[config.mk]
export PLATFORM = sky130hd
export DESIGN_NAME = dsf_queue
export DESIGN_NICKNAME = d
export VERILOG_FILES = /design/src/sv/damped_spring_force_macros.svh /design/src/sv/dsf_pkg.sv /design/src/sv/dsf_queue.sv
export SDC_FILE = /design/constraint.sdc
export NUM_CORES = 1
export LEC_CHECK = 0
export CAP_MARGIN = 30
export CORE_AREA = 5 5 349 351
export CTS_CLUSTER_SIZE = 16
export DETAILED_ROUTE_END_ITERATION = 12
export DIE_AREA = 0 0 354 356
export DONT_BUFFER_PORTS = 1
export GPL_ROUTABILITY_DRIVEN = 0
export GPL_TIMING_DRIVEN = 0
export PLACE_DENSITY = 0.52
export SETUP_SLACK_MARGIN = 0.15
export SYNTH_ARGS = -nofsm -noshare
export SYNTH_HDL_FRONTEND = slang
export SYNTH_SLANG_ARGS = --single-unit
export TNS_END_PERCENT = 30
[constraint.sdc]
create_clock -name i_clk -period 26.4 [get_ports i_clk]
set_clock_uncertainty 0.05 [all_clocks]
set_input_delay 5.28 -clock i_clk [delete_from_list [all_inputs] [get_ports i_clk]]
set_output_delay 5.28 -clock i_clk [all_outputs]
set_load 0.005 [all_outputs]
[src/sv/damped_spring_force_macros.svh]
// ----------------------------------------------------------------------------
// damped spring force assertion macros
// shared property shorthands for the block's concurrent checks
// ----------------------------------------------------------------------------
`ifndef DAMPED_SPRING_FORCE_MACROS_SVH
`define DAMPED_SPRING_FORCE_MACROS_SVH

// same-cycle implication, disabled while reset is low
`define DSF_ASSERT_IMP(lbl, clk, rstn, ante, cons, msg) \
    lbl: assert property (@(posedge clk) disable iff (!rstn) (ante) |-> (cons)) \
        else $error(msg);

// next-cycle implication, disabled while reset is low
`define DSF_ASSERT_NXT(lbl, clk, rstn, ante, cons, msg) \
    lbl: assert property (@(posedge clk) disable iff (!rstn) (ante) |=> (cons)) \
        else $error(msg);

`endif

[src/sv/dsf_pkg.sv]
// ----------------------------------------------------------------------------
// dsf_pkg
// widths, register codes and word types of the damped spring force block
// ----------------------------------------------------------------------------
package dsf_pkg;

    localparam int FRAC_BITS = 16;
    localparam int W         = 32;
    localparam int ADDR_W    = 4;
    localparam int DMAG_W    = W + 1;            // |pos a - pos b|
    localparam int SQ_W      = 2 * DMAG_W;       // sum of squares
    localparam int LEN_W     = DMAG_W + 1;       // floor sqrt of sum
    localparam int STR_W     = LEN_W + 1;        // signed stretch
    localparam int RAD_W     = 2 * LEN_W;        // padded radicand
    localparam int REM_W     = LEN_W + 4;        // sqrt remainder
    localparam int MA_W      = SQ_W;             // multiplicand
    localparam int MB_W      = DMAG_W;           // multiplier
    localparam int MP_W      = MA_W + MB_W;      // product
    localparam int DEN_W     = LEN_W + FRAC_BITS;
    localparam int TERM_W    = 64;
    localparam int MAG_W     = 63;

    localparam logic [MAG_W-1:0] TERM_CLAMP = {1'b1, {(MAG_W-1){1'b0}}};

    localparam logic [1:0] REG_STIFFNESS = 2'd0;
    localparam logic [1:0] REG_REST_LEN  = 2'd1;
    localparam logic [1:0] REG_DAMPING   = 2'd2;

    typedef struct packed {
        logic [2:0][W-1:0] pos;
        logic [2:0][W-1:0] vel;
        logic [W-1:0]      mass;
    } t_endpoint;

    typedef struct packed {
        t_endpoint e0;
        t_endpoint e1;
    } t_pair;

    typedef struct packed {
        logic full;
        logic empty;
    } t_qflags;

    typedef struct packed {
        logic [W-1:0] stiffness;
        logic [W-1:0] rest_len;
        logic [W-1:0] damping;
    } t_cfg;

    typedef struct packed {
        logic [W-1:0] fx;
        logic [W-1:0] fy;
        logic [W-1:0] fz;
        logic         second;
    } t_result;

endpackage

[src/sv/dsf_queue.sv]
// ----------------------------------------------------------------------------
// dsf_queue
// two-entry queue of endpoint pairs between front and back
// ----------------------------------------------------------------------------
module dsf_queue
    import dsf_pkg::*;
(
    input  logic    i_clk,
    input  logic    i_rst_n,
    input  logic    i_push,
    input  t_pair   i_data,
    input  logic    i_pop,
    output t_pair   o_head,
    output t_qflags o_flags
);

    t_pair      r_mem [2];
    logic       r_wptr;
    logic       r_rptr;
    logic [1:0] r_cnt;
    logic [1:0] n_cnt;
    logic       push_ok;
    logic       pop_ok;

    assign push_ok = i_push && (r_cnt != 2'd2);
    assign pop_ok  = i_pop && (r_cnt != 2'd0);
    assign n_cnt   = r_cnt + {1'b0, push_ok} - {1'b0, pop_ok};

    always_ff @(posedge i_clk) begin
        if (push_ok) begin
            r_mem[r_wptr] <= i_data;
        end
    end

    always_ff @(posedge i_clk) begin
        if (!i_rst_n) begin
            r_wptr <= 1'b0;
            r_rptr <= 1'b0;
            r_cnt  <= 2'd0;
        end else begin
            r_wptr <= r_wptr ^ push_ok;
            r_rptr <= r_rptr ^ pop_ok;
            r_cnt  <= n_cnt;
        end
    end

    assign o_head        = r_mem[r_rptr];
    assign o_flags.full  = (r_cnt == 2'd2);
    assign o_flags.empty = (r_cnt == 2'd0);

endmodule

==> results of run 1 <==
-- final cells by class --
class                      count  area (µm²)  share of cell area (%)
buffer                        50         547                    1.43
sequential                   901       27000                    70.6
tap                         1548        1940                    5.06
inverter                       3        11.3                  0.0294
clock inverter                57         507                    1.32
clock buffer                 110        2410                    6.31
antenna                        9        22.5                  0.0589
multi-input combinational    465        5370                    14.0
timing repair buffer          16         440                    1.15
-- metal layers --
metal  GRT usage [%]  vias up  share of wire (%)
li1                -     5922                  -
met2            22.6      625                 54
met5          0.0769        -               0.12
met3            7.94      140                 14
met4            4.58       12                3.1
met1            10.7     6866                 29
-- worst max path at each step --
stage,startpoint,end,cells past startpoint
2_1_floorplan,i_push,r_mem[1][0],2
3_3_place_gp,i_push,r_mem[1][179],2
3_5_place_dp,i_push,r_mem[1][317],5
4_1_cts,flip-flop,o_head[339],4
5_1_grt,flip-flop,o_head[336],4
6_report,flip-flop,o_head[336],4
-- where the power goes --
group          switching [mW]  internal (mW)  leakage (nW)
clock network           0.529          0.714          1.42
logic                   0.428          0.297          2.35
registers              0.0394           1.81          8.41
-- critical path, delay by kind of cell, from the launching register on --
family	cells	cell delay, ns
buf+inv	3	0.69
flops	1	0.31
mux	1	0.43
-- layout by cell type, fill, tap and decap left out, types with 3 or more instances in the layout --
cell       netlist  routed
mux2_1           4       4
mux2_2         404     404
clkinv_1         0      25
buf_16           0      16
clkbuf_1         0      16
dfxtp_1          5       5
diode_2          0       9
inv_6            0       3
clkbuf_16        0      94
inv_1            3       3
edfxtp_1       896     896
buf_6           47      47
clkinv_2         0      15
mux2_4          40      40
bufinv_16        0       6
-- per-stage QoR --
stage          hold slack (ns)  cells  area (µm²)  total power [mW]  util, %
2_1_floorplan            0.402   1419       32900              2.47        -
3_3_place_gp             0.427   2967       34800              2.76     29.4
3_5_place_dp             0.427   2983       35300              2.63     29.7
4_1_cts                  0.444   3150       38200              3.89     32.2
5_1_grt                  0.495   3155       38200              3.98     32.2
6_report                 0.442   3159       38300              3.82     32.2
-- registers in the layout, summed over array words and instances (netlist names), named ones only --
name and count:
r_wptr 1, r_cnt 2, r_mem 896, r_rptr 1
-- kinds of logic after synthesis --
logic type	share of synthesized area, %
compound gates	0.0228
xor+xnor	0.0684
fa+ha+maj	0.152
buf+inv	1.70
flops	82.1
mux	15.8
simple gates	0.148
==> flow_metrics.py, run 1 <==
metrics = {
    "timing": {
        "max_freq_mhz": 134,
        "rsz0062_at_grt": "no",
        "tns_ns": 0,
        "finalSetupViolCount": 0,
        "worst_slack_ns": 18.95,
        "post-route-period-util_pct": 28.2,
        "finalMaxSlewViolations": 0,
        "hold_violations": 0,
        "maxSlewHeadroom_pct": 46.8,
        "period_minus_slack_ns": 7.45,
        "worst_pin_slew_ns": 0.798,
    },
    "layout": {
        "nFillCells": 11173,
        "syn2layout_area_growth_pct": 16.2,
        "drive_gt1_share_pct": 39.8,
        "nets": 1986,
    },
    "status": {
        "status": "completed",
    },
    "worst_hold_path": {
        "hp-start": "r_rptr",
        "hold_path_class": "flip-flop to flip-flop",
        "holdPathStages": 2,
    },
    "route": {
        "viasPerCell": 4.29,
        "wire_per_inst_um": 25.9,
        "num_vias": 13565,
        "ant_nets": 0,
        "drt-pass1-iter-count": 4,
        "drc": 0,
        "drt_iter0_drc": 904,
        "wirelength_um": 81900,
    },
    "job": {
        "drv_cap": 0,
    },
    "yosys": {
        "syn_inst": 1419,
        "syn-num-nets": 1875,
        "yosys-top-cells-area": "edfxtp_1 (82%), mux2_2 (14%), mux2_4 (1.8%)",
        "async_reset_ff_share_pct": 0,
        "synth-edff-count": 896,
        "syn_avg_cell_area_um2": 23.2,
        "synth_area_um2": 32900,
        "ys_types": 18,
        "yosys.area.top_type_share_pct": 81.8,
        "yosys_warnings": 0,
        "ys_seq_area_share_pct": 82.1,
        "synth.most_common_cell": "edfxtp_1",
        "yosysTopAreaCell": "edfxtp_1",
        "ys_ff_latch": 901,
        "synth_commonest_cells": "edfxtp_1 (896), mux2_2 (404), buf_6 (47), mux2_4 (40), dfxtp_1 (5)",
        "synth_ff_type": "edfxtp_1",
    },
    "critical_path": {
        "worst-r2r-cell-count": 6,
        "critical_path_arrival_ns": 2.12,
        "r2r_end": "r_mem[0][311]",
        "cpMostUsedCell": "buf_6",
        "path_cells": "buf_4 > buf_6 > buf_6 > mux2_2",
        "slowest_stage": "mux2_2",
        "required_ns": 21.07,
        "crit_fanout": 10,
        "path_class": "flip-flop to output port",
        "r2r-start": "r_cnt[0]",
        "worst_setup_path_start_kind": "flip-flop",
        "max_stage_delay_ns": 0.43,
        "endpoint_kind": "output port",
        "ff2ff_setup_slack_ns": 23.38,
    },
    "place": {
        "portBuffers": 0,
        "hpwl_um": 62400,
        "place_ws_ns": 18.68,
    },
    "global_route": {
        "grt_max_degree": 66,
        "grt_overflow_total": 0,
        "antenna_found_initial": 13,
        "grt_pass1_vias": 14528,
        "grt_usage_pct": 12.3,
        "grt_pass1_wl_um": 111000,
    },
    "die": {
        "core-area_um2": 119000,
        "ios": 902,
        "start_util_pct": 27.7,
        "core.rowCount": 127,
        "die_x_um": 354,
        "die_y_um": 356,
        "die-area_um2": 126000,
    },
    "cts": {
        "post_cts_buffers": 0,
        "clk_path_buf_depth": 3,
        "postCtsResizedCells": 0,
        "cts_hold_buf": 0,
        "clockRootBuffer": "clkbuf_16",
        "tritoncts": "yes",
        "cts_buffers": 93,
        "insertion_delay_ns": 0.65,
        "h-tree-depth": 3,
        "path_clk_slew_ns": 0.07,
        "cts.sinks": 901,
    },
    "pwr": {
        "pwr_density_cell_nw_per_um2": 99.9,
        "ir_drop_mv": 0.0636,
        "p_leak_nw": 12.2,
    },
}
(Power assumes the default switching activity.)
==> run 2: changes to the inputs <==
- PLACE_DENSITY: 0.52 -> 0.54
- clock period: 26.4 -> 6.05 ns (I/O delays scaled with it)
==> flow_metrics.py, run 2 (synthesis results as in run 1) <==
metrics = {
    "status": {
        "status": "completed",
    },
    "route": {
        "drt_iter0_drc": 786,
        "drc": 0,
        "ant_nets": 0,
        "num_vias": 13607,
        "viasPerCell": 4.31,
        "wirelength_um": 82800,
        "drt-pass1-iter-count": 4,
        "wire_per_inst_um": 26.3,
    },
    "critical_path": {
        "critical_path_arrival_ns": 2.22,
        "worst-r2r-cell-count": 6,
        "required_ns": 4.79,
        "endpoint_kind": "output port",
        "crit_fanout": 10,
        "worst_setup_path_start_kind": "flip-flop",
        "ff2ff_setup_slack_ns": 3.00,
        "r2r_end": "r_mem[0][345]",
        "r2r-start": "r_cnt[0]",
        "path_class": "flip-flop to output port",
    },
    "timing": {
        "rsz0062_at_grt": "no",
        "worst_slack_ns": 2.57,
        "period_minus_slack_ns": 3.48,
        "post-route-period-util_pct": 57.4,
        "hold_violations": 0,
        "hold_ws_ns": 0.437,
        "finalSetupViolCount": 0,
        "worst_pin_slew_ns": 0.933,
        "finalMaxSlewViolations": 0,
        "maxSlewHeadroom_pct": 37.8,
        "max_freq_mhz": 288,
    },
    "cts": {
        "clockRootBuffer": "clkbuf_16",
        "h-tree-depth": 3,
        "cts.sinks": 901,
        "post_cts_buffers": 0,
        "cts_buffers": 93,
        "path_clk_slew_ns": 0.06,
        "tritoncts": "yes",
        "insertion_delay_ns": 0.63,
        "postCtsResizedCells": 0,
        "cts_hold_buf": 0,
        "clk_path_buf_depth": 3,
    },
    "layout": {
        "layout_commonest_cell": "edfxtp_1",
        "reg.largest.list": "r_mem (896), r_cnt (2)",
        "nets": 1984,
        "nFillCells": 11139,
        "ff_latch_area_um2": 27000,
        "syn2layout_area_growth_pct": 16.6,
        "drive_gt1_share_pct": 40.5,
        "largest-register": "r_mem",
        "largest_register_ffs": 896,
        "multi_input_area_um2": 5370,
        "fin_area_um2": 38400,
        "final_cell_mix": "edfxtp_1 (896), mux2_2 (404), clkbuf_16 (95)",
    },
    "place": {
        "post_dp_cell_area_um2": 35200,
        "portBuffers": 0,
        "place_ws_ns": 2.29,
        "hpwl_um": 63400,
    },
    "global_route": {
        "grt_overflow_total": 0,
        "antenna_found_initial": 7,
        "grt_pass1_vias": 14680,
        "grt_max_degree": 67,
        "grt_usage_pct": 12.5,
        "grt_pass1_wl_um": 112000,
    },
    "pwr": {
        "p_leak_nw": 12.3,
        "pwr_density_cell_nw_per_um2": 443,
        "ir_drop_mv": 0.330,
    },
    "die": {
        "die-area_um2": 126000,
        "die_x_um": 354,
        "core.rowCount": 127,
        "core-area_um2": 119000,
        "die_y_um": 356,
        "ios": 902,
        "start_util_pct": 27.7,
    },
    "worst_hold_path": {
        "hold_end": "r_rptr",
        "holdPathStages": 2,
        "hold_path_class": "flip-flop to flip-flop",
        "hp-start": "r_rptr",
    },
    "job": {
        "drv_cap": 0,
    },
}
[run 2: final cells by class]
type / instances / area share [%]
Buffer: 50 / 1.42
Clock inverter: 59 / 1.80
Tap cell: 1548 / 5.05
Timing Repair Buffer: 14 / 0.965
Sequential cell: 901 / 70.4
Clock buffer: 111 / 6.35
Multi-Input combinational cell: 465 / 14.0
Inverter: 3 / 0.0293
Antenna cell: 4 / 0.0261
[run 2: power by group]
group	switching, mW	internal, mW	leakage [nW]	total [mW]
logic	1.90	1.28	2.32	3.18
registers	0.177	7.92	8.41	8.09
clock network	2.33	3.41	1.52	5.74
total	4.41	12.6	12.3	17.0
[run 2: through the flow]
step	utilization [%]	power, mW	cells	setup TNS [ns]
2_1_floorplan	-	10.5	1419	-1330.08
3_3_place_gp	29.4	11.7	2967	-3634.46
3_5_place_dp	29.7	11.5	2981	0
4_1_cts	32.3	17.3	3151	0
5_1_grt	32.3	17.7	3153	0
6_report	32.3	17.0	3155	0
[run 2: worst max path at each step]
stage | from | endpoint | slack, ns
2_1_floorplan | i_push | r_mem[1][0] | -1.48
3_3_place_gp | i_push | r_mem[1][343] | -4.17
3_5_place_dp | i_push | r_mem[0][340] | 2.29
4_1_cts | flip-flop | o_head[437] | 2.41
5_1_grt | flip-flop | o_head[437] | 2.41
6_report | flip-flop | o_head[439] | 2.57
[run 2: worst max-delay path, stage by stage (launching register included)]
cell	delay, ns
dfxtp_1	0.31
buf_4	0.26
buf_6	0.25
buf_6	0.25
mux2_2	0.45
[run 2: layer usage]
| metal | share of wire (%) | global-route usage, % | up-vias |
|---|---|---|---|
| met5 | 0.11 | 0.500 | - |
| met1 | 30 | 11.3 | 6870 |
| met4 | 4.1 | 5.72 | 2 |
| met3 | 14 | 7.87 | 145 |
| met2 | 51 | 21.9 | 676 |
| li1 | - | - | 5914 |
