--- config.mk ---
export PLATFORM = sky130hd
export DESIGN_NAME = dsf_back
export DESIGN_NICKNAME = d
export VERILOG_FILES = /design/src/sv/dsf_pkg.sv /design/src/sv/dsf_mul.sv /design/src/sv/dsf_div.sv /design/src/sv/dsf_back.sv
export VERILOG_INCLUDE_DIRS = /design/src /design/src/sv
export SDC_FILE = /design/constraint.sdc
export NUM_CORES = 2
export LEC_CHECK = 0
export BUFFER_PORTS_ARGS = -buffer_cell sky130_fd_sc_hd__buf_2
export CAP_MARGIN = 15
export CORE_ASPECT_RATIO = 1.5
export CORE_MARGIN = 5
export CORE_UTILIZATION = 63
export CTS_CLUSTER_SIZE = 16
export DETAILED_ROUTE_END_ITERATION = 8
export PLACE_DENSITY = 0.84
export REMOVE_ABC_BUFFERS = 1
export SLEW_MARGIN = 20
export SYNTH_ARGS = -nofsm -noshare
export SYNTH_HDL_FRONTEND = slang
export SYNTH_SLANG_ARGS = --single-unit
--- constraint.sdc ---
create_clock -name i_clk -period 23.1 [get_ports i_clk]
set_input_delay 1.155 -clock i_clk [delete_from_list [all_inputs] [get_ports i_clk]]
set_output_delay 1.155 -clock i_clk [all_outputs]
set_load 0.01 [all_outputs]
--- src/sv/damped_spring_force_macros.svh ---
// ----------------------------------------------------------------------------
// damped spring force assertion macros
// shared property shorthands for the block's concurrent checks
// ----------------------------------------------------------------------------
`ifndef DAMPED_SPRING_FORCE_MACROS_SVH
`define DAMPED_SPRING_FORCE_MACROS_SVH

// same-cycle implication, disabled while reset is low
`define DSF_ASSERT_IMP(lbl, clk, rstn, ante, cons, msg) \
    lbl: assert property (@(posedge clk) disable iff (!rstn) (ante) |-> (cons)) \
        else $error(msg);

// next-cycle implication, disabled while reset is low
`define DSF_ASSERT_NXT(lbl, clk, rstn, ante, cons, msg) \
    lbl: assert property (@(posedge clk) disable iff (!rstn) (ante) |=> (cons)) \
        else $error(msg);

`endif

--- src/sv/dsf_pkg.sv ---
// ----------------------------------------------------------------------------
// dsf_pkg
// widths, register codes and word types of the damped spring force block
// ----------------------------------------------------------------------------
package dsf_pkg;

    localparam int FRAC_BITS = 16;
    localparam int W         = 32;
    localparam int ADDR_W    = 4;
    localparam int DMAG_W    = W + 1;            // |pos a - pos b|
    localparam int SQ_W      = 2 * DMAG_W;       // sum of squares
    localparam int LEN_W     = DMAG_W + 1;       // floor sqrt of sum
    localparam int STR_W     = LEN_W + 1;        // signed stretch
    localparam int RAD_W     = 2 * LEN_W;        // padded radicand
    localparam int REM_W     = LEN_W + 4;        // sqrt remainder
    localparam int MA_W      = SQ_W;             // multiplicand
    localparam int MB_W      = DMAG_W;           // multiplier
    localparam int MP_W      = MA_W + MB_W;      // product
    localparam int DEN_W     = LEN_W + FRAC_BITS;
    localparam int TERM_W    = 64;
    localparam int MAG_W     = 63;

    localparam logic [MAG_W-1:0] TERM_CLAMP = {1'b1, {(MAG_W-1){1'b0}}};

    localparam logic [1:0] REG_STIFFNESS = 2'd0;
    localparam logic [1:0] REG_REST_LEN  = 2'd1;
    localparam logic [1:0] REG_DAMPING   = 2'd2;

    typedef struct packed {
        logic [2:0][W-1:0] pos;
        logic [2:0][W-1:0] vel;
        logic [W-1:0]      mass;
    } t_endpoint;

    typedef struct packed {
        t_endpoint e0;
        t_endpoint e1;
    } t_pair;

    typedef struct packed {
        logic full;
        logic empty;
    } t_qflags;

    typedef struct packed {
        logic [W-1:0] stiffness;
        logic [W-1:0] rest_len;
        logic [W-1:0] damping;
    } t_cfg;

    typedef struct packed {
        logic [W-1:0] fx;
        logic [W-1:0] fy;
        logic [W-1:0] fz;
        logic         second;
    } t_result;

endpackage

--- src/sv/dsf_mul.sv ---
// ----------------------------------------------------------------------------
// dsf_mul
// shift-add multiplier, one multiplier bit per cycle
// ----------------------------------------------------------------------------
module dsf_mul
    import dsf_pkg::*;
(
    input  logic            i_clk,
    input  logic            i_rst_n,
    input  logic            i_start,
    input  logic [MA_W-1:0] i_a,
    input  logic [MB_W-1:0] i_b,
    output logic            o_done,
    output logic [MP_W-1:0] o_prod
);

    localparam int CNT_W = $clog2(MB_W);

    logic [MA_W-1:0]  r_a;
    logic [MA_W-1:0]  r_hi;
    logic [MB_W-1:0]  r_lo;
    logic [CNT_W-1:0] r_cnt;
    logic             r_busy;
    logic             r_done;
    logic [MA_W:0]    sum;
    logic             last;

    assign sum  = {1'b0, r_hi} + (r_lo[0] ? {1'b0, r_a} : {(MA_W+1){1'b0}});
    assign last = (r_cnt == CNT_W'(MB_W - 1));

    always_ff @(posedge i_clk) begin
        if (!i_rst_n) begin
            r_busy <= 1'b0;
            r_done <= 1'b0;
            r_cnt  <= '0;
        end else begin
            r_done <= r_busy && last;
            if (i_start) begin
                r_busy <= 1'b1;
                r_cnt  <= '0;
            end else if (r_busy) begin
                r_cnt <= r_cnt + 1'b1;
                if (last) begin
                    r_busy <= 1'b0;
                end
            end
        end
    end

    always_ff @(posedge i_clk) begin
        if (i_start) begin
            r_a  <= i_a;
            r_hi <= '0;
            r_lo <= i_b;
        end else if (r_busy) begin
            r_hi <= sum[MA_W:1];
            r_lo <= {sum[0], r_lo[MB_W-1:1]};
        end
    end

    assign o_done = r_done;
    assign o_prod = {r_hi, r_lo};

endmodule

--- src/sv/dsf_div.sv ---
// ----------------------------------------------------------------------------
// dsf_div
// restoring radix-2 divider, one quotient bit per cycle
// ----------------------------------------------------------------------------
module dsf_div
    import dsf_pkg::*;
(
    input  logic             i_clk,
    input  logic             i_rst_n,
    input  logic             i_start,
    input  logic [MP_W-1:0]  i_num,
    input  logic [DEN_W-1:0] i_den,
    output logic             o_done,
    output logic [MP_W-1:0]  o_quot
);

    localparam int CNT_W = $clog2(MP_W);

    logic [MP_W-1:0]  r_q;
    logic [DEN_W-1:0] r_rem;
    logic [DEN_W-1:0] r_den;
    logic [CNT_W-1:0] r_cnt;
    logic             r_busy;
    logic             r_done;
    logic [DEN_W:0]   shifted;
    logic [DEN_W:0]   diff;
    logic             ge;
    logic             last;

    assign shifted = {r_rem, r_q[MP_W-1]};
    assign ge      = (shifted >= {1'b0, r_den});
    assign diff    = shifted - {1'b0, r_den};
    assign last    = (r_cnt == CNT_W'(MP_W - 1));

    always_ff @(posedge i_clk) begin
        if (!i_rst_n) begin
            r_busy <= 1'b0;
            r_done <= 1'b0;
            r_cnt  <= '0;
        end else begin
            r_done <= r_busy && last;
            if (i_start) begin
                r_busy <= 1'b1;
                r_cnt  <= '0;
            end else if (r_busy) begin
                r_cnt <= r_cnt + 1'b1;
                if (last) begin
                    r_busy <= 1'b0;
                end
            end
        end
    end

    always_ff @(posedge i_clk) begin
        if (i_start) begin
            r_q   <= i_num;
            r_rem <= '0;
            r_den <= i_den;
        end else if (r_busy) begin
            r_rem <= ge ? diff[DEN_W-1:0] : shifted[DEN_W-1:0];
            r_q   <= {r_q[MP_W-2:0], ge};
        end
    end

    assign o_done = r_done;
    assign o_quot = r_q;

endmodule

--- src/sv/dsf_back.sv ---
// ----------------------------------------------------------------------------
// dsf_back
// sequencer computing both endpoint forces of one spring, with result stage
// ----------------------------------------------------------------------------
`include "damped_spring_force_macros.svh"

module dsf_back
    import dsf_pkg::*;
(
    input  logic    i_clk,
    input  logic    i_rst_n,
    input  t_pair   i_job,
    input  t_qflags i_qflags,
    output logic    o_qpop,
    input  t_cfg    i_cfg,
    input  logic    i_pop,
    output logic    o_empty,
    output t_result o_res
);

    localparam logic [2:0] ST_IDLE  = 3'd0;
    localparam logic [2:0] ST_MUL   = 3'd1;
    localparam logic [2:0] ST_MWAIT = 3'd2;
    localparam logic [2:0] ST_SQRT  = 3'd3;
    localparam logic [2:0] ST_DIV   = 3'd4;
    localparam logic [2:0] ST_DWAIT = 3'd5;
    localparam logic [2:0] ST_OUT   = 3'd6;

    localparam logic [2:0] PH_SQ  = 3'd0;
    localparam logic [2:0] PH_SK  = 3'd1;
    localparam logic [2:0] PH_SPR = 3'd2;
    localparam logic [2:0] PH_CM  = 3'd3;
    localparam logic [2:0] PH_DMP = 3'd4;

    localparam int SQ_CNT_W = $clog2(LEN_W);

    localparam logic signed [TERM_W:0] SAT_HI =
        {{(TERM_W-W+1){1'b0}}, 1'b0, {(W-1){1'b1}}};
    localparam logic signed [TERM_W:0] SAT_LO =
        {{(TERM_W-W+1){1'b1}}, 1'b1, {(W-1){1'b0}}};

    function automatic logic [MAG_W-1:0] f_clamp(input logic [MP_W-1:0] x);
        f_clamp = (x > MP_W'(TERM_CLAMP)) ? TERM_CLAMP : x[MAG_W-1:0];
    endfunction

    function automatic logic signed [TERM_W-1:0] f_sign(input logic [MAG_W-1:0] m,
                                                        input logic neg);
        logic signed [TERM_W-1:0] v;
        v = $signed({1'b0, m});
        f_sign = neg ? -v : v;
    endfunction

    function automatic logic [W-1:0] f_sat(input logic signed [TERM_W:0] s);
        if (s > SAT_HI) begin
            f_sat = SAT_HI[W-1:0];
        end else if (s < SAT_LO) begin
            f_sat = SAT_LO[W-1:0];
        end else begin
            f_sat = s[W-1:0];
        end
    endfunction

    logic [2:0]               r_state;
    logic [2:0]               r_phase;
    logic [1:0]               r_idx;
    logic                     r_end;
    t_pair                    r_job;
    logic [DMAG_W-1:0]        r_dmag [3];
    logic                     r_dneg [3];
    logic [SQ_W-1:0]          r_sq;
    logic [RAD_W-1:0]         r_rad;
    logic [LEN_W-1:0]         r_root;
    logic [REM_W-1:0]         r_rem;
    logic [SQ_CNT_W-1:0]      r_scnt;
    logic [MA_W-1:0]          r_sk;
    logic [TERM_W-1:0]        r_cm;
    logic signed [TERM_W-1:0] r_spring [3];
    logic signed [TERM_W-1:0] r_damp [2][3];
    t_result                  r_res0;
    t_result                  r_res1;
    logic [1:0]               r_out_cnt;

    logic                     mul_start;
    logic [MA_W-1:0]          mul_a;
    logic [MB_W-1:0]          mul_b;
    logic                     mul_done;
    logic [MP_W-1:0]          mul_prod;
    logic                     div_start;
    logic                     div_done;
    logic [MP_W-1:0]          div_quot;

    logic [DMAG_W-1:0]        dif [3];
    logic [DMAG_W-1:0]        dmag_in [3];
    logic signed [STR_W-1:0]  stretch;
    logic [STR_W-1:0]         stretch_neg;
    logic                     str_neg;
    logic [LEN_W-1:0]         str_mag;
    t_endpoint                cur;
    logic [W-1:0]             vel;
    logic                     v_neg;
    logic [W-1:0]             v_mag;
    logic [SQ_W-1:0]          sq_sum;
    logic [REM_W-1:0]         rem_sh;
    logic [REM_W-1:0]         trial;
    logic                     sq_ge;
    logic [LEN_W-1:0]         n_root;
    logic signed [TERM_W-1:0] spr_term;
    logic signed [TERM_W-1:0] dmp_term;
    logic signed [TERM_W:0]   sum0 [3];
    logic signed [TERM_W:0]   sum1 [3];
    logic [W-1:0]             f0 [3];
    logic [W-1:0]             f1 [3];

    // separation vector of the queued pair
    always_comb begin
        for (int i = 0; i < 3; i++) begin
            dif[i]     = {i_job.e0.pos[i][W-1], i_job.e0.pos[i]}
                       - {i_job.e1.pos[i][W-1], i_job.e1.pos[i]};
            dmag_in[i] = dif[i][DMAG_W-1] ? (~dif[i] + 1'b1) : dif[i];
        end
    end

    // rest length minus measured length
    assign stretch     = $signed({3'b000, i_cfg.rest_len}) - $signed({1'b0, r_root});
    assign stretch_neg = -stretch;
    assign str_neg     = stretch[STR_W-1];
    assign str_mag     = str_neg ? stretch_neg[LEN_W-1:0] : stretch[LEN_W-1:0];

    assign cur   = r_end ? r_job.e1 : r_job.e0;
    assign vel   = cur.vel[r_idx];
    assign v_neg = vel[W-1];
    assign v_mag = v_neg ? (~vel + 1'b1) : vel;

    assign sq_sum = r_sq + mul_prod[SQ_W-1:0];

    // one digit of the integer square root
    assign rem_sh = {r_rem[REM_W-3:0], r_rad[RAD_W-1 -: 2]};
    assign trial  = REM_W'({r_root, 2'b01});
    assign sq_ge  = (rem_sh >= trial);
    assign n_root = {r_root[LEN_W-2:0], sq_ge};

    assign spr_term = f_sign(f_clamp(div_quot), str_neg ^ r_dneg[r_idx]);
    assign dmp_term = f_sign(f_clamp(mul_prod >> (2 * FRAC_BITS)), !v_neg);

    always_comb begin
        case (r_phase)
            PH_SQ: begin
                mul_a = MA_W'(r_dmag[r_idx]);
                mul_b = r_dmag[r_idx];
            end
            PH_SK: begin
                mul_a = MA_W'(str_mag);
                mul_b = MB_W'(i_cfg.stiffness);
            end
            PH_SPR: begin
                mul_a = r_sk;
                mul_b = r_dmag[r_idx];
            end
            PH_CM: begin
                mul_a = MA_W'(i_cfg.damping);
                mul_b = MB_W'(cur.mass);
            end
            PH_DMP: begin
                mul_a = MA_W'(r_cm);
                mul_b = MB_W'(v_mag);
            end
            default: begin
                mul_a = '0;
                mul_b = '0;
            end
        endcase
    end

    always_comb begin
        for (int i = 0; i < 3; i++) begin
            sum0[i] = {r_spring[i][TERM_W-1], r_spring[i]}
                    + {r_damp[0][i][TERM_W-1], r_damp[0][i]};
            sum1[i] = {r_damp[1][i][TERM_W-1], r_damp[1][i]}
                    - {r_spring[i][TERM_W-1], r_spring[i]};
            f0[i]   = f_sat(sum0[i]);
            f1[i]   = f_sat(sum1[i]);
        end
    end

    assign mul_start = (r_state == ST_MUL);
    assign div_start = (r_state == ST_DIV);
    assign o_qpop    = (r_state == ST_IDLE) && !i_qflags.empty;

    dsf_mul u_mul (
        .i_clk   (i_clk),
        .i_rst_n (i_rst_n),
        .i_start (mul_start),
        .i_a     (mul_a),
        .i_b     (mul_b),
        .o_done  (mul_done),
        .o_prod  (mul_prod)
    );

    dsf_div u_div (
        .i_clk   (i_clk),
        .i_rst_n (i_rst_n),
        .i_start (div_start),
        .i_num   (mul_prod),
        .i_den   ({r_root, {FRAC_BITS{1'b0}}}),
        .o_done  (div_done),
        .o_quot  (div_quot)
    );

    always_ff @(posedge i_clk) begin
        if (!i_rst_n) begin
            r_state   <= ST_IDLE;
            r_out_cnt <= 2'd0;
        end else begin
            if (i_pop && (r_out_cnt != 2'd0)) begin
                r_out_cnt <= r_out_cnt - 2'd1;
            end
            unique case (r_state)
                ST_IDLE: begin
                    if (!i_qflags.empty) begin
                        r_job <= i_job;
                        for (int i = 0; i < 3; i++) begin
                            r_dmag[i] <= dmag_in[i];
                            r_dneg[i] <= dif[i][DMAG_W-1];
                        end
                        r_sq    <= '0;
                        r_idx   <= 2'd0;
                        r_end   <= 1'b0;
                        r_phase <= PH_SQ;
                        r_state <= ST_MUL;
                    end
                end
                ST_MUL: begin
                    r_state <= ST_MWAIT;
                end
                ST_MWAIT: begin
                    if (mul_done) begin
                        case (r_phase)
                            PH_SQ: begin
                                r_sq <= sq_sum;
                                if (r_idx == 2'd2) begin
                                    r_rad   <= RAD_W'(sq_sum);
                                    r_root  <= '0;
                                    r_rem   <= '0;
                                    r_scnt  <= '0;
                                    r_state <= ST_SQRT;
                                end else begin
                                    r_idx   <= r_idx + 2'd1;
                                    r_state <= ST_MUL;
                                end
                            end
                            PH_SK: begin
                                r_sk    <= mul_prod[MA_W-1:0];
                                r_phase <= PH_SPR;
                                r_idx   <= 2'd0;
                                r_state <= ST_MUL;
                            end
                            PH_SPR: begin
                                r_state <= ST_DIV;
                            end
                            PH_CM: begin
                                r_cm    <= mul_prod[TERM_W-1:0];
                                r_phase <= PH_DMP;
                                r_idx   <= 2'd0;
                                r_state <= ST_MUL;
                            end
                            PH_DMP: begin
                                r_damp[r_end][r_idx] <= dmp_term;
                                if (r_idx == 2'd2) begin
                                    if (!r_end) begin
                                        r_end   <= 1'b1;
                                        r_phase <= PH_CM;
                                        r_state <= ST_MUL;
                                    end else begin
                                        r_state <= ST_OUT;
                                    end
                                end else begin
                                    r_idx   <= r_idx + 2'd1;
                                    r_state <= ST_MUL;
                                end
                            end
                            default: begin
                                r_state <= ST_IDLE;
                            end
                        endcase
                    end
                end
                ST_SQRT: begin
                    r_rem  <= sq_ge ? (rem_sh - trial) : rem_sh;
                    r_root <= n_root;
                    r_rad  <= r_rad << 2;
                    r_scnt <= r_scnt + 1'b1;
                    if (r_scnt == SQ_CNT_W'(LEN_W - 1)) begin
                        r_idx   <= 2'd0;
                        r_end   <= 1'b0;
                        r_state <= ST_MUL;
                        if (n_root == '0) begin
                            // coincident endpoints: damping only
                            for (int i = 0; i < 3; i++) begin
                                r_spring[i] <= '0;
                            end
                            r_phase <= PH_CM;
                        end else begin
                            r_phase <= PH_SK;
                        end
                    end
                end
                ST_DIV: begin
                    r_state <= ST_DWAIT;
                end
                ST_DWAIT: begin
                    if (div_done) begin
                        r_spring[r_idx] <= spr_term;
                        if (r_idx == 2'd2) begin
                            r_phase <= PH_CM;
                            r_idx   <= 2'd0;
                            r_end   <= 1'b0;
                        end else begin
                            r_idx <= r_idx + 2'd1;
                        end
                        r_state <= ST_MUL;
                    end
                end
                ST_OUT: begin
                    if (r_out_cnt == 2'd0) begin
                        r_res0    <= '{fx: f0[0], fy: f0[1], fz: f0[2], second: 1'b0};
                        r_res1    <= '{fx: f1[0], fy: f1[1], fz: f1[2], second: 1'b1};
                        r_out_cnt <= 2'd2;
                        r_state   <= ST_IDLE;
                    end
                end
                default: begin
                    r_state <= ST_IDLE;
                end
            endcase
        end
    end

    assign o_empty = (r_out_cnt == 2'd0);
    assign o_res   = (r_out_cnt == 2'd2) ? r_res0 : r_res1;

    `DSF_ASSERT_IMP(a_mul_done_in_wait, i_clk, i_rst_n, mul_done, r_state == ST_MWAIT, "multiplier finished outside its wait state")
    `DSF_ASSERT_IMP(a_div_done_in_wait, i_clk, i_rst_n, div_done, r_state == ST_DWAIT, "divider finished outside its wait state")
    `DSF_ASSERT_NXT(a_out_load, i_clk, i_rst_n, (r_state == ST_OUT) && (r_out_cnt == 2'd0), (r_out_cnt == 2'd2) && (r_state == ST_IDLE), "result pair not loaded into empty stage")

endmodule
==> metrics.txt <==
Mapped Area=122000 µm²; Post-CTS Setup Bufs=0; Clk Tree Root Cell=clkbuf_16; register area share after synthesis=0.444; max-cap viol count=0; clk slew on worst S/H paths=0.07 ns; hold depth=1; peak supply drop=127 µV; I/O pin total=648; #FFs+latches synth=1844; vias per cell=6.94; Critical Path AT=7.89 ns; min-delay worst type=input port to register; relative slew slack=0.0638; r2r startpoint=u_div.o_quot[1]; Reg2Reg Setup Slack=15.77 ns; GRT Util Overall=0.449; Synth cell types=105; vias=110000; Max Slew Vio Count=0; synthesized instance count=12700; 1st-iter DRT viols=15600; kind of critical path=register to register; GR peak layer=met2; met1 Track Usage GR=0.479; asr flop ratio synth=0; Layout area overhead=9.98%; Final period util=0.317; drt first pass iters=9; reg2reg path depth=12; final wirelength=471 mm; largest net degree at the start of global routing=201; Sink Count=1844; die width=369 µm; share of cells above drive strength 1=0.112; Design Power=14300 µW; P per Cell Area=107 nW/µm²; register area=54000 µm²; Fin Setup TNS=0 ns; RR Endpoint=r_spring[2][36]; mean post-synth cell area=9.60 µm²; Yosys Warn Count=0; Main synth FF type=edfxtp_1; Placed Instances=15400; CTS resizes=0; GR Util met3=0.0947; placed wire-length estimate=358 mm; Fin. Hold Viols=0; Tmin final=7.33 ns; post-layout util=0.697; Final Skew=0.0898 ns; die area=202000 µm²; cts bufs inserted=181; CTS Hold Bufs=0; failing checks=design-rule violations; GR Layer Usage met2=0.734; grt ovf=0; Final #Nets=14400; multi-input logic area=63900 µm²; Final Setup Violations=0; Max Clk Rate=136 MHz; Initial Util=0.634; hold worst-path end=r_job[233]; number of routed nets with antenna violations=0; Post-synth EDFFs=1704; WL/cell=29.8 µm; P_leak=0.0525 µW; Fillers=13900; Die Y=548 µm; most frequent cells in the layout=edfxtp_1 (1704), nand2_1 (1218), nor2_1 (1207), a21oi_1 (1046), o21ai_0 (860); worst-path fanout max=8; status=complete, but fails checks; wire length of the first global-routing pass=676 mm; vias in the first global route=106000; commonest non-fill, non-tap cell in the layout=edfxtp_1; CTS H-tree lvls=4; CTS Buffer Depth=4; initial antenna violation count=106; Port Buf Inserts=646; routability cong.=1.08; Rows=197; worst path required time=23.66 ns; hold_sp=i_job[233]; DR DRC count=1; RSZ-0062 raised after global routing=no; Non-Filler Instances=15800; crit end category=register; Slew @ Worst Pin=1.39 ns; core area=192000 µm²; clk_lat worst skew=0.89 ns; CP Launch Type=register; CTS tree=done
-- stage by stage --
stage                     cell area [µm²]  hold slack, ns  worst slack [ns]
after floorplan                    119000           0.426              3.44
after global placement             128000           0.432             16.44
after detailed placement           128000           0.434             16.22
after CTS                          133000           0.441             16.22
after global routing               134000           0.443             15.84
final                              134000           0.447             15.77
-- cells by family after synthesis --
logic type | share of synthesized area
AND/OR/NAND/NOR | 0.159
AO/OA/AOI/OAI | 0.188
flip-flops | 0.444
buffers and inverters | 0.0374
XOR/XNOR | 0.0576
adder cells (fa/ha/maj) | 0.0774
multiplexers | 0.0373
-- registers in the layout (all words and copies together) (netlist names), 7 cells and up, named ones only --
name,cells
r_damp,384
r_job,256
r_spring,192
r_dmag,99
u_div.o_quot,99
r_res0,96
r_res1,96
r_rad,68
r_sk,66
r_sq,66
u_mul.r_a,66
u_mul.r_hi,66
r_cm,64
u_div.r_rem,50
r_rem,36
r_root,34
u_div.r_den,34
u_mul.r_lo,33
u_div.r_cnt,7
-- how the worst max path moves through the flow --
stage                         start         endpoint  cells after the start
global placement    u_div.o_quot[1]  r_spring[2][36]                     12
floorplan               i_qflags[0]         r_job[0]                      1
detailed placement  u_div.o_quot[1]  r_spring[2][36]                     12
finish              u_div.o_quot[1]  r_spring[2][36]                     12
CTS                 u_div.o_quot[1]  r_spring[2][36]                     12
global route        u_div.o_quot[1]  r_spring[1][36]                     12
-- Yosys cell counts, types with 99 or more instances --
master,n,share of area
a21oi_1,1052,0.043
nand2_1,1227,0.038
o211ai_1,117,0.0072
mux2i_1,227,0.019
nor4_1,115,0.0059
nand2b_1,99,0.0051
o21a_1,122,0.0075
nand4_1,244,0.013
a31oi_1,124,0.0064
dfxtp_1,140,0.023
inv_1,612,0.019
mux2_2,137,0.013
o21ai_0,863,0.036
nor3_1,243,0.010
a21o_1,359,0.022
xnor2_1,474,0.034
xor2_1,326,0.023
and3_1,110,0.0057
nand3_1,229,0.0094
o21bai_1,107,0.0066
ha_1,732,0.075
edfxtp_1,1704,0.42
nor2b_1,102,0.0052
and2_1,153,0.0079
nor2_1,1243,0.038
clkbuf_1,498,0.015
-- cell type report --
| cell class | instances | area share |
|---|---|---|
| clock buffers | 231 | 0.0371 |
| well taps | 2487 | 0.0233 |
| inverters | 615 | 0.0173 |
| multi-input cells | 9641 | 0.477 |
| repair buffers | 798 | 0.0328 |
| diodes | 85 | 0.00159 |
| clock inverters | 90 | 0.00698 |
| flip-flops and latches | 1844 | 0.403 |
-- layer usage --
| layer | vias to the layer above | part of all wire |
|---|---|---|
| li1 | 48000 | - |
| met1 | 51500 | 0.32 |
| met2 | 7781 | 0.46 |
| met3 | 2357 | 0.10 |
| met4 | 28 | 0.13 |
| met5 | - | 0.00038 |
-- where the power goes --
group | switching (µW) | internal, µW
clock network | 1360 | 1690
logic | 4460 | 1730
registers | 448 | 4590
total | 6260 | 8010
-- worst max-delay path, stage by stage (launching register included) --
cell      delay, ns
edfxtp_1       0.57
or4_1          0.56
nor4_1         0.85
nand3_1        0.43
or3b_2         0.68
o21ai_1        0.54
and2_2         0.26
nand2_1        0.53
ha_1           0.57
o21ai_1        0.38
nand2_1        0.35
xnor2_1        1.18
nor2_1         0.10
(Power assumes the default switching activity.)
