`src/sv/damped_spring_force_macros.svh`:
```
// ----------------------------------------------------------------------------
// damped spring force assertion macros
// shared property shorthands for the block's concurrent checks
// ----------------------------------------------------------------------------
`ifndef DAMPED_SPRING_FORCE_MACROS_SVH
`define DAMPED_SPRING_FORCE_MACROS_SVH

// same-cycle implication, disabled while reset is low
`define DSF_ASSERT_IMP(lbl, clk, rstn, ante, cons, msg) \
    lbl: assert property (@(posedge clk) disable iff (!rstn) (ante) |-> (cons)) \
        else $error(msg);

// next-cycle implication, disabled while reset is low
`define DSF_ASSERT_NXT(lbl, clk, rstn, ante, cons, msg) \
    lbl: assert property (@(posedge clk) disable iff (!rstn) (ante) |=> (cons)) \
        else $error(msg);

`endif

```
`src/sv/dsf_pkg.sv`:
```
// ----------------------------------------------------------------------------
// dsf_pkg
// widths, register codes and word types of the damped spring force block
// ----------------------------------------------------------------------------
package dsf_pkg;

    localparam int FRAC_BITS = 16;
    localparam int W         = 32;
    localparam int ADDR_W    = 4;
    localparam int DMAG_W    = W + 1;            // |pos a - pos b|
    localparam int SQ_W      = 2 * DMAG_W;       // sum of squares
    localparam int LEN_W     = DMAG_W + 1;       // floor sqrt of sum
    localparam int STR_W     = LEN_W + 1;        // signed stretch
    localparam int RAD_W     = 2 * LEN_W;        // padded radicand
    localparam int REM_W     = LEN_W + 4;        // sqrt remainder
    localparam int MA_W      = SQ_W;             // multiplicand
    localparam int MB_W      = DMAG_W;           // multiplier
    localparam int MP_W      = MA_W + MB_W;      // product
    localparam int DEN_W     = LEN_W + FRAC_BITS;
    localparam int TERM_W    = 64;
    localparam int MAG_W     = 63;

    localparam logic [MAG_W-1:0] TERM_CLAMP = {1'b1, {(MAG_W-1){1'b0}}};

    localparam logic [1:0] REG_STIFFNESS = 2'd0;
    localparam logic [1:0] REG_REST_LEN  = 2'd1;
    localparam logic [1:0] REG_DAMPING   = 2'd2;

    typedef struct packed {
        logic [2:0][W-1:0] pos;
        logic [2:0][W-1:0] vel;
        logic [W-1:0]      mass;
    } t_endpoint;

    typedef struct packed {
        t_endpoint e0;
        t_endpoint e1;
    } t_pair;

    typedef struct packed {
        logic full;
        logic empty;
    } t_qflags;

    typedef struct packed {
        logic [W-1:0] stiffness;
        logic [W-1:0] rest_len;
        logic [W-1:0] damping;
    } t_cfg;

    typedef struct packed {
        logic [W-1:0] fx;
        logic [W-1:0] fy;
        logic [W-1:0] fz;
        logic         second;
    } t_result;

endpackage

```
`src/sv/dsf_front.sv`:
```
// ----------------------------------------------------------------------------
// dsf_front
// pairs incoming endpoint words, holding the first of each pair
// ----------------------------------------------------------------------------
module dsf_front
    import dsf_pkg::*;
(
    input  logic      i_clk,
    input  logic      i_rst_n,
    input  logic      i_push,
    input  t_endpoint i_item,
    input  logic      i_qfull,
    output logic      o_full,
    output logic      o_qpush,
    output t_pair     o_pair
);

    logic      r_held;
    t_endpoint r_hold;
    logic      accept;

    // a first endpoint can always be taken, a second needs queue room
    assign o_full  = r_held && i_qfull;
    assign accept  = i_push && !o_full;
    assign o_qpush = accept && r_held;
    assign o_pair  = '{e0: r_hold, e1: i_item};

    always_ff @(posedge i_clk) begin
        if (!i_rst_n) begin
            r_held <= 1'b0;
        end else if (accept) begin
            r_held <= !r_held;
        end
    end

    always_ff @(posedge i_clk) begin
        if (accept && !r_held) begin
            r_hold <= i_item;
        end
    end

endmodule

```
`config.mk`:
```
export PLATFORM = sky130hd
export DESIGN_NAME = dsf_front
export DESIGN_NICKNAME = d
export VERILOG_FILES = /design/src/sv/damped_spring_force_macros.svh /design/src/sv/dsf_pkg.sv /design/src/sv/dsf_front.sv
export SDC_FILE = /design/constraint.sdc
export NUM_CORES = 1
export LEC_CHECK = 0
export BUFFER_PORTS_ARGS = -buffer_cell sky130_fd_sc_hd__buf_2
export CORE_AREA = 2 2 266 268
export CTS_CLUSTER_SIZE = 8
export DETAILED_ROUTE_END_ITERATION = 8
export DIE_AREA = 0 0 268 270
export MAX_ROUTING_LAYER = met4
export SLEW_MARGIN = 20
export SYNTH_ARGS = -nofsm -noshare
export SYNTH_HDL_FRONTEND = slang
export SYNTH_SLANG_ARGS = --single-unit
```
`constraint.sdc`:
```
create_clock -name i_clk -period 7.3 [get_ports i_clk]
set_input_delay 0.73 -clock i_clk [delete_from_list [all_inputs] [get_ports i_clk]]
set_output_delay 0.73 -clock i_clk [all_outputs]
set_load 0.01 [all_outputs]
```
==> results of run 1 <==
## registers in the layout, summed over array words and instances, names as in the netlist
name and flops:
o_pair 224, r_held 1
## routing by layer
metal  part of all wire [%]  wire length [um]  track usage, %
met1                     33              8760            6.08
met2                     49             13100            12.2
met3                     13              3460            3.46
met4                    4.5              1190            3.82
met5                      0                 0               -
## layout by cell type (no fill, tap or decap), types with 7 or more instances in the layout
cell type	n
buf_2	677
clkbuf_1	7
clkbuf_16	37
edfxtp_1	224
## final cells by class
class | count | area share (%)
multi-input cells | 5 | 0.283
flip-flops and latches | 225 | 54.6
clock buffers | 44 | 7.70
diodes | 1 | 0.0202
clock inverters | 1 | 0.243
repair buffers | 679 | 27.6
well taps | 940 | 9.52
## kinds of logic after synthesis
| kind of cell | Yosys count | synth area share, % |
|---|---|---|
| DFF | 225 | 79.7 |
| buffers and inverters | 224 | 19.9 |
| and+or+nand+nor | 4 | 0.340 |
| AOI/OAI and AO/OA | 1 | 0.0591 |
## worst paths after layout
kind                                           from                     to  slack, ns  cells after the start
worst max-delay path            r_held$_SDFFE_PN0P_  o_pair[292]$_DFFE_PP_       5.21                      2
worst min-delay path                     i_item[77]  o_pair[301]$_DFFE_PP_       0.40                      1
worst max register to register  r_held$_SDFFE_PN0P_  o_pair[292]$_DFFE_PP_       5.21                      2
worst min register to register  r_held$_SDFFE_PN0P_    r_held$_SDFFE_PN0P_       0.56                      2
## metrics by stage
step / hold slack (ns) / cells
finish: 0.396 / 1895
global route: 0.354 / 1894
CTS: 0.340 / 1894
detailed placement: 0.558 / 1849
global placement: 0.523 / 1849
floorplan: 0.495 / 454
## power by group through the flow
stage                     Combinational, mW  Clock, mW  Sequential [mW]
after floorplan                       0.152          0             1.61
after global placement                0.342          0             1.56
after detailed placement              0.348          0             1.56
after CTS                             0.348       1.53             1.54
after global routing                  0.368       1.58             1.54
final                                 0.341       1.46             1.54
## critical path, cell delays in order (launching register included)
cell and delay (ns):
dfxtp_1 0.32, and2b_4 0.47, buf_4 0.80
==> impl_results.md, run 1 <==
- Area contributors post-synth: edfxtp_1 79%, buf_4 20%, dfxtp_1 0.24%
- Clk sinks: 225
- Initial Utilization: 12.2%
- Mapped Avg Cell Area: 18.6 um^2
- CTS tree: yes
- Grt ovf: 0
- Die Span Y: 270 um
- Internal Pwr Total: 2.58 mW
- Antenna violations before repair: 4
- Clock power frac: 43.7%
- Die area: 72400 um^2
- Post-route setup TNS: 0 ns
- Number of flops mapped to enable cells by yosys: 224
- Vias in the first global route: 5491
- Maximum vdd drop: 0.183 mV
- Multi-input logic area: 35.0 um^2
- Element type at the critical path start: flip-flop
- Hold Vio Cnt, Final: 0
- Primary FF master, synth: edfxtp_1
- Post-route antenna net violation count: 0
- Tightest Pin Transition: 1.02 ns
- Final setup skew: 0.0119 ns
- Leakage Power: 5.32 nW
- Sw Pwr: 0.754 mW
- Final Max Slew Viols: 0
- DR vias: 5432
- Setup WS pre-CTS: 4.77 ns
- WL/cell: 14.0 um
- Sequential power share: 46.1%
- Post-route clock period utilization: 28.6%
- Post-DP Area: 11400 um^2
- Worst Slack Setup Final: 5.21 ns
- Worst Hold Class: input pin to flip-flop
- Post-synthesis cell type count: 8
- Worst skew pair latency: 0.52 ns
- Row count: 97
- DRT iter0 DRCs: 171
- Post-layout util: 17.8%
- Comb pwr share: 10.2%
- Critical Path RT: 7.43 ns
- Core area: 69500 um^2
- Relative slew margins: 31.8%
- Final HPWL DP: 21200 um
- Netlist Area Pre-Place: 8460 um^2
- Register area share after synthesis: 79.7%
- Postcts setup bufs: 0
- Setup crit end kind: flip-flop
- Post-Synthesis Cells: 454
- Fin crit period: 2.09 ns
- H-Tree Depth: 2
- Register clock-pin slew on the reported worst setup and hold paths: 0.05 ns
- Synth cell count leaders: 224 x buf_4, 224 x edfxtp_1
- Total power: 3.34 mW
- Cell area after layout: 12400 um^2
- Yosys top cell by area: edfxtp_1
- Port Buffer Count: 677
- Total track usage: 7.00%
- Filler cell count: 7587
- RSZ-0062 raised after global routing: false
- Async set-reset flop share out of synthesis: 0%
- Drt via density: 2.87
- Total CTS buffers: 34
- Chip Width: 268 um
- CTS max path bufs: 3
- Share of cells above drive strength 1: 75.4%
- Yosys Warn Count: 0
- Syn_nets: 682
- Root buffer cell: clkbuf_16
- Crit path DAT: 2.22 ns
- Number of synthesized register bits: 225
- Global-route wire length before repair: 35200 um
- WS Path Type: flip-flop to flip-flop
- Largest net degree at the start of global routing: 126
- Total Routed Length: 26500 um
- Final setup fails: 0
- Nets@finish: 1173
- Max FO, Critical Path: 78
- Status: finished clean
- Fmax: 480 MHz
- GPL Wtd Cong: 0.834
- Reg area: 6750 um^2
- DRC viols: 0
- Max-Cap Viols: 0
- Initial DRT Pass Iterations: 5
- Hold buffers post-CTS: 0
- Synth-to-layout area growth: 46.0%
- Area share of the largest cell type after synthesis: 79.5%
- Sw frac: 22.6%
- Resized Gates After CTS: 0
- Power per Cell Area: 270 nW/um^2
- I/O Pins: 678
Note: power is estimated with default switching activity, not from simulation.
==> run 2, diff against run 1 <==
Clock period 7.3 ns to 1.85 ns, I/O delays scaled along.
==> run 2 against run 1 <==
- total power rose to 4.1 times the previous value
- wire length rose by 17%
- clock power rose to 3.9 times the previous value
- sequential share of layout area fell by 8.9 points
- clock-buffer cell count fell by 2
- maximum frequency rose by 38%
- register-to-register slack got worse by 4.9 ns
- global-route usage rose by 1.2 points
- clock skew rose by 0.0054 ns
- combinational power rose to 5.3 times the previous value
- non-clock buffer count rose by 243
- critical path type unchanged
==> impl_results.md, run 2 (same netlist as run 1, synthesis figures left out) <==
- Status: finished clean (unchanged)
- Clock power frac: 41.7% (was 43.7%)
- Commonest non-fill, non-tap cells in the layout: 677 x buf_2, 226 x dlygate4sd3_1, 224 x edfxtp_1, 37 x clkbuf_16, 16 x buf_4 (was 677 x buf_2, 224 x edfxtp_1, 37 x clkbuf_16, 7 x clkbuf_1)
- Nets@finish: 1416 (was 1173)
- Tightest Pin Transition: 0.338 ns (was 1.02 ns)
- Setup crit end kind: flip-flop (unchanged)
- Final Max Slew Viols: 0 (unchanged)
- Element type at the critical path start: flip-flop (unchanged)
- Fin crit period: 1.51 ns (was 2.09 ns)
- Sequential power share: 44.8% (was 46.1%)
- Worst Slack Setup Final: 0.335 ns (was 5.21 ns)
- Core area: 69500 um^2 (unchanged)
- Sw Pwr: 3.14 mW (was 0.754 mW)
- Leakage Power: 6.35 nW (was 5.32 nW)
- CTS tree: yes (unchanged)
- Maximum vdd drop: 0.620 mV (was 0.183 mV)
- Routing usage on met3: 2.56% (was 3.46%)
- Max FFs per register: 224 (unchanged)
- DR vias: 6467 (was 5432)
- CP Cell Sequence: and2b_4 -> buf_12 -> buf_4 (was and2b_4 -> buf_4)
- WS Path Type: flip-flop to flip-flop (unchanged)
- DRC viols: 0 (unchanged)
- Global-route wire length before repair: 41900 um (was 35200 um)
- Met1 Use GR: 7.93% (was 6.08%)
- Final HPWL DP: 22000 um (was 21200 um)
- Vias in the first global route: 6955 (was 5491)
- I/O Pins: 678 (unchanged)
- Met2 Usage GRT: 13.8% (was 12.2%)
- DP Cell Count: 1866 (was 1849)
- Commonest non-fill, non-tap cell in the layout: buf_2 (unchanged)
- Die area: 72400 um^2 (unchanged)
- Register clock-pin slew on the reported worst setup and hold paths: 0.05 ns (about the same)
- Max FO, Critical Path: 43 (was 78)
- CP max stage delay: 0.32 ns (was 0.80 ns)
- GPL Wtd Cong: 0.832 (was 0.834)
- Synth-to-layout area growth: 74.3% (was 46.0%)
- Fmax: 660 MHz (was 480 MHz)
- Total CTS buffers: 34 (unchanged)
- Post-DP Area: 11500 um^2 (was 11400 um^2)
- Antenna violations before repair: 5 (was 4)
- Share of cells above drive strength 1: 61.5% (was 75.4%)
- Worst skew pair latency: 0.52 ns (about the same)
- Max-Cap Viols: 0 (unchanged)
- Drt via density: 3.02 (was 2.87)
- Initial Utilization: 12.2% (unchanged)
- Total Routed Length: 31000 um (was 26500 um)
- Busiest grt layer: met2 (unchanged)
- Power per Cell Area: 917 nW/um^2 (was 270 nW/um^2)
- DRT iter0 DRCs: 256 (was 171)
- Row count: 97 (unchanged)
- Critical Path RT: 2.05 ns (was 7.43 ns)
- Relative slew margins: 77.5% (was 31.8%)
- Grt ovf: 0 (unchanged)
- Clk sinks: 225 (unchanged)
- Total track usage: 8.18% (was 7.00%)
- Comb pwr share: 13.4% (was 10.2%)
- WL/cell: 14.5 um (was 14.0 um)
- Worst Hold Class: input pin to flip-flop (unchanged)
- Internal Pwr Total: 10.4 mW (was 2.58 mW)
- Largest net degree at the start of global routing: 49 (was 126)
- Setup WS pre-CTS: 0.355 ns (was 4.77 ns)
- Port Buffer Count: 677 (unchanged)
- Post-Layout Cell Count: 2139 (was 1895)
- Postcts setup bufs: 0 (unchanged)
- Cell area after layout: 14800 um^2 (was 12400 um^2)
- Initial DRT Pass Iterations: 4 (was 5)
- Hold Vio Cnt, Final: 0 (unchanged)
- Post-route clock period utilization: 81.9% (was 28.6%)
- Root buffer cell: clkbuf_16 (unchanged)
- CTS max path bufs: 3 (unchanged)
- H-Tree Depth: 2 (unchanged)
- Final setup fails: 0 (unchanged)
- Crit path DAT: 1.72 ns (was 2.22 ns)
- Final setup skew: 0.0173 ns (was 0.0119 ns)
- Critical-path top delay cell: dfxtp_1 (was buf_4)
- RSZ-0062 raised after global routing: false (unchanged)
- Post-route antenna net violation count: 0 (unchanged)
- Chip Width: 268 um (unchanged)
- Sw frac: 23.2% (was 22.6%)
- Die Span Y: 270 um (unchanged)
==> run 2: cell type report <==
type | instances | area [um^2]
repair buffers | 922 | 5830
flip-flops and latches | 225 | 6750
clock inverters | 2 | 11.3
clock buffers | 42 | 945
well taps | 940 | 1180
multi-input cells | 5 | 35.0
fillers | 7306 | 54800
diodes | 3 | 7.51
==> run 2: through the flow <==
step                      utilization [%]  hold WS (ns)  power (mW)  setup TNS (ns)
after floorplan                         -         0.284        6.93         -174.15
after global placement               16.6         0.373        7.56               0
after detailed placement             16.6         0.375        7.58               0
after CTS                            21.2       0.00532        13.8               0
after global routing                 21.2        0.0224        14.1               0
final                                21.2        0.0515        13.5               0
==> run 2: power by group through the flow <==
stage	combinational, mW	sequential, mW	clock (mW)
floorplan	0.601	6.33	0
global placement	1.41	6.15	0
detailed placement	1.42	6.16	0
CTS	1.80	6.06	5.91
global route	1.93	6.08	6.12
finish	1.82	6.06	5.64
==> run 2: final timing paths <==
path,from,endpoint,slack [ns],cells past startpoint
setup reg to reg,r_held$_SDFFE_PN0P_,o_pair[272]$_DFFE_PP_,0.34,3
hold / removal,i_qfull,r_held$_SDFFE_PN0P_,0.05,3
hold reg to reg,r_held$_SDFFE_PN0P_,r_held$_SDFFE_PN0P_,0.62,2
setup / recovery,r_held$_SDFFE_PN0P_,o_pair[272]$_DFFE_PP_,0.34,3
==> run 2: layer usage <==
layer	vias to the layer above	share of wire, %
met1	3042	36
met5	-	0
li1	2864	-
met2	485	48
met3	76	9.6
met4	0	6.5
==> run 2: timing repair <==
action	4_1_cts	5_1_grt
hold endpoints to repair	225	0
resized for setup	0	0
hold buffers	226	0
==> run 2: worst max-delay path: cells and delay by family, from the launching register on <==
kind | cells | cell delay (ns)
simple gates | 1 | 0.28
buf+inv | 2 | 0.50
flops | 1 | 0.32
==> run 3, diff against run 2 <==
Settings changed: ABC_AREA set to 1.
Clock period 1.85 ns to 1.3 ns, I/O delays scaled along.
==> run 3 against run 2 <==
- the flow now finishes with violations (setup timing)
- combinational power is 52% higher
- register-to-register slack worse by 0.35 ns
- clock-buffer cell count is 2 higher
- setup slack worse by 0.35 ns
- non-clock buffer count is 14 higher
- final area is 2.6% higher
- sequential share of layout area is 1.1 points lower
- largest power group unchanged
- highest routed layer unchanged
==> impl_results.md, run 3 <==
- HP Start: i_push (was i_qfull)
- CP Cell Sequence: nor2_4 -> buf_12 -> buf_12 -> buf_16 (was and2b_4 -> buf_12 -> buf_4)
- Crit path DAT: 1.53 ns (was 1.72 ns)
- Worst r2r dst: o_pair[424]$_DFFE_PP_ (was o_pair[272]$_DFFE_PP_)
- Area contributors post-synth: edfxtp_1 79%, buf_4 20%, dfxtp_1 0.24% (unchanged)
- Share of cells above drive strength 1: 62.2% (was 61.5%)
- Post-DP Area: 11600 um^2 (was 11500 um^2)
- Post-synthesis cell type count: 10 (was 8)
- Row count: 97 (unchanged)
- Worst R2R Start: r_held$_SDFFE_PN0P_ (unchanged)
- CTS max path bufs: 3 (unchanged)
- Root buffer cell: clkbuf_16 (unchanged)
- Number of synthesized register bits: 225 (unchanged)
- Final Max Slew Viols: 0 (unchanged)
- Total power: 19.6 mW (was 13.5 mW)
- Total Routed Length: 34000 um (was 31000 um)
- DRT iter0 DRCs: 304 (was 256)
- Die area: 72400 um^2 (unchanged)
- Total track usage: 8.96% (was 8.18%)
- Final HPWL DP: 24300 um (was 22000 um)
- Failing checks: setup timing
- Internal Pwr Total: 15.0 mW (was 10.4 mW)
- Post-Synthesis Cells: 458 (was 454)
- Grt ovf: 0 (unchanged)
- Reg2Reg Depth: 4 (was 3)
- Register area share after synthesis: 79.7% (about the same)
- Vias in the first global route: 7118 (was 6955)
- Commonest non-fill, non-tap cells in the layout: 668 x buf_2, 226 x dlygate4sd3_1, 224 x edfxtp_1, 41 x clkbuf_16, 16 x buf_4 (was 677 x buf_2, 226 x dlygate4sd3_1, 224 x edfxtp_1, 37 x clkbuf_16, 16 x buf_4)
- Nets@finish: 1434 (was 1416)
- Maximum vdd drop: 0.905 mV (was 0.620 mV)
- Final setup fails: 21 (was 0)
- Clk sinks: 225 (unchanged)
- Post-route clock period utilization: 101% (was 81.9%)
- WS Path Type: flip-flop to flip-flop (unchanged)
- DR vias: 6569 (was 6467)
- Fin crit period: 1.32 ns (was 1.51 ns)
- Register clock-pin slew on the reported worst setup and hold paths: 0.05 ns (about the same)
- Worst Slack Setup Final: -0.0184 ns (was 0.335 ns)
- I/O Pins: 678 (unchanged)
- Max FO, Critical Path: 21 (was 43)
- Yosys Warn Count: 0 (unchanged)
- Port Buffer Count: 677 (unchanged)
- Critical Path RT: 1.52 ns (was 2.05 ns)
- RSZ-0062 raised after global routing: true (was false)
- Status: finished with violations (was finished clean)
- Power per Cell Area: 1300 nW/um^2 (was 917 nW/um^2)
- Drt via density: 3.04 (was 3.02)
- CTS tree: yes (unchanged)
- Synth-to-layout area growth: 78.7% (was 74.3%)
- GPL Wtd Cong: 0.899 (was 0.832)
- Fmax: 759 MHz (was 660 MHz)
- Worst skew pair latency: 0.52 ns (about the same)
- Antenna violations before repair: 5 (unchanged)
- Die Span Y: 270 um (unchanged)
- Max-Cap Viols: 0 (unchanged)
- WL/cell: 15.7 um (was 14.5 um)
- Critical Path Most Common Cell: buf_12
- Mapped Avg Cell Area: 18.5 um^2 (was 18.6 um^2)
- Cell area after layout: 15100 um^2 (was 14800 um^2)
- Worst Hold Class: input pin to flip-flop (unchanged)
- Sw Pwr: 4.60 mW (was 3.14 mW)
- Flop2flop setup slack: -0.02 ns (was 0.34 ns)
- Async set-reset flop share out of synthesis: 0% (unchanged)
- Final setup skew: 0.0128 ns (was 0.0173 ns)
- Hold Path Depth: 7 (was 3)
- Number of flops mapped to enable cells by yosys: 224 (unchanged)
- CP max stage delay: 0.37 ns (was 0.32 ns)
- Total CTS buffers: 34 (unchanged)
- Commonest non-fill, non-tap cell in the layout: buf_2 (unchanged)
- Primary FF master, synth: edfxtp_1 (unchanged)
- H-Tree Depth: 2 (unchanged)
- DRC viols: 0 (unchanged)
- Setup crit end kind: flip-flop (unchanged)
- Max FFs per register: 224 (unchanged)
- Syn_nets: 686 (was 682)
- Global-route wire length before repair: 45600 um (was 41900 um)
- Sw frac: 23.4% (was 23.2%)
- Element type at the critical path start: flip-flop (unchanged)
- Sequential power share: 44.1% (was 44.8%)
- Largest net degree at the start of global routing: 35 (was 49)
- Core area: 69500 um^2 (unchanged)
- Relative slew margins: 83.3% (was 77.5%)
- Post-route antenna net violation count: 0 (unchanged)
- Synth cell count leaders: 224 x buf_4, 224 x edfxtp_1, 3 x inv_1 (was 224 x buf_4, 224 x edfxtp_1)
- Leakage Power: 6.53 nW (was 6.35 nW)
- Min-Delay Endpoint: r_held$_SDFFE_PN0P_ (unchanged)
- Clock power frac: 41.8% (was 41.7%)
- Hold Vio Cnt, Final: 0 (unchanged)
- Chip Width: 268 um (unchanged)
- Critical-path top delay cell: dfxtp_4 (was dfxtp_1)
- Initial Utilization: 12.2% (about the same)
- Comb pwr share: 14.1% (was 13.4%)
- Initial DRT Pass Iterations: 4 (unchanged)
- Area share of the largest cell type after synthesis: 79.4% (was 79.5%)
- Netlist Area Pre-Place: 8470 um^2 (was 8460 um^2)
- Yosys top cell by area: edfxtp_1 (unchanged)
- Tightest Pin Transition: 0.252 ns (was 0.338 ns)
[run 3: per-layer routing]
| metal | GRT usage [%] | up-vias | routed length (um) |
|---|---|---|---|
| li1 | - | 2901 | - |
| met2 | 15.3 | 493 | 16600 |
| met5 | - | - | 0 |
| met1 | 8.57 | 3103 | 12000 |
| met3 | 3.76 | 72 | 3840 |
| met4 | 4.63 | 0 | 1430 |
[run 3: how the worst max path moves through the flow]
stage,start,endpoint,slack [ns]
final,r_held$_SDFFE_PN0P_,o_pair[424]$_DFFE_PP_,-0.02
after global routing,o_pair[372]$_DFFE_PP_,o_pair[372],-0.08
after CTS,o_pair[372]$_DFFE_PP_,o_pair[372],-0.08
after detailed placement,i_push,o_pair[330]$_DFFE_PP_,0.001
after global placement,i_push,o_pair[369]$_DFFE_PP_,0.03
after floorplan,r_held$_SDFFE_PN0P_,o_pair[224]$_DFFE_PP_,-2.74
[run 3: metrics by stage]
| step | util, % | setup TNS [ns] | std cells | worst slack, ns | hold WS (ns) |
|---|---|---|---|---|---|
| final | 21.8 | -0.208 | 2160 | -0.0184 | 0.223 |
| after global routing | 21.8 | -1.49 | 2160 | -0.0782 | 0.213 |
| after CTS | 21.5 | -0.132 | 2149 | -0.0813 | 0.0482 |
| after detailed placement | 16.6 | 0 | 1870 | 0.00110 | 0.320 |
| after global placement | 16.6 | 0 | 1870 | 0.0273 | 0.318 |
| after floorplan | - | -614.04 | 458 | -2.74 | 0.229 |
[run 3: power groups by stage]
stage | registers, mW | clock network, mW | logic (mW)
floorplan | 9.03 | 0 | 0.857
global placement | 8.77 | 0 | 2.03
detailed placement | 8.77 | 0 | 2.06
CTS | 8.65 | 8.59 | 2.67
global route | 8.67 | 8.88 | 2.95
finish | 8.64 | 8.21 | 2.77
[run 3: worst max-delay path, delay by kind of cell, from the launching register on]
family                 cells  cell delay (ns)
buffers and inverters      3             0.45
DFF                        1             0.37
and+or+nand+nor            1             0.17
[run 3: timing repair]
action,4_1_cts,5_1_grt
buffers inserted,7,3
pin swaps,2,1
cloned,1,4
hold buffers,226,0
endpoints found under the setup margin,39,95
hold endpoints to repair,225,0
gates resized for setup,19,20
[run 3: cell families (layout without fill, tap and decap cells)]
family                 Yosys count  in the layout  share of synthesized area, %
other                            0              5                             0
flip-flops                     225            225                          79.7
AND/OR/NAND/NOR                  4              4                         0.222
AO/OA/AOI/OAI                    1              1                        0.0591
buffers and inverters          228            985                          20.0
[run 3: layout make-up]
cell class                      instances  area (um^2)
Fill cell                            7287        54400
Inverter                                4         15.0
Clock inverter                          1         3.75
Timing Repair Buffer                  936         6160
Tap cell                              940         1180
Multi-Input combinational cell          5         43.8
Clock buffer                           44          972
Antenna cell                            5         12.5
Sequential cell                       225         6750
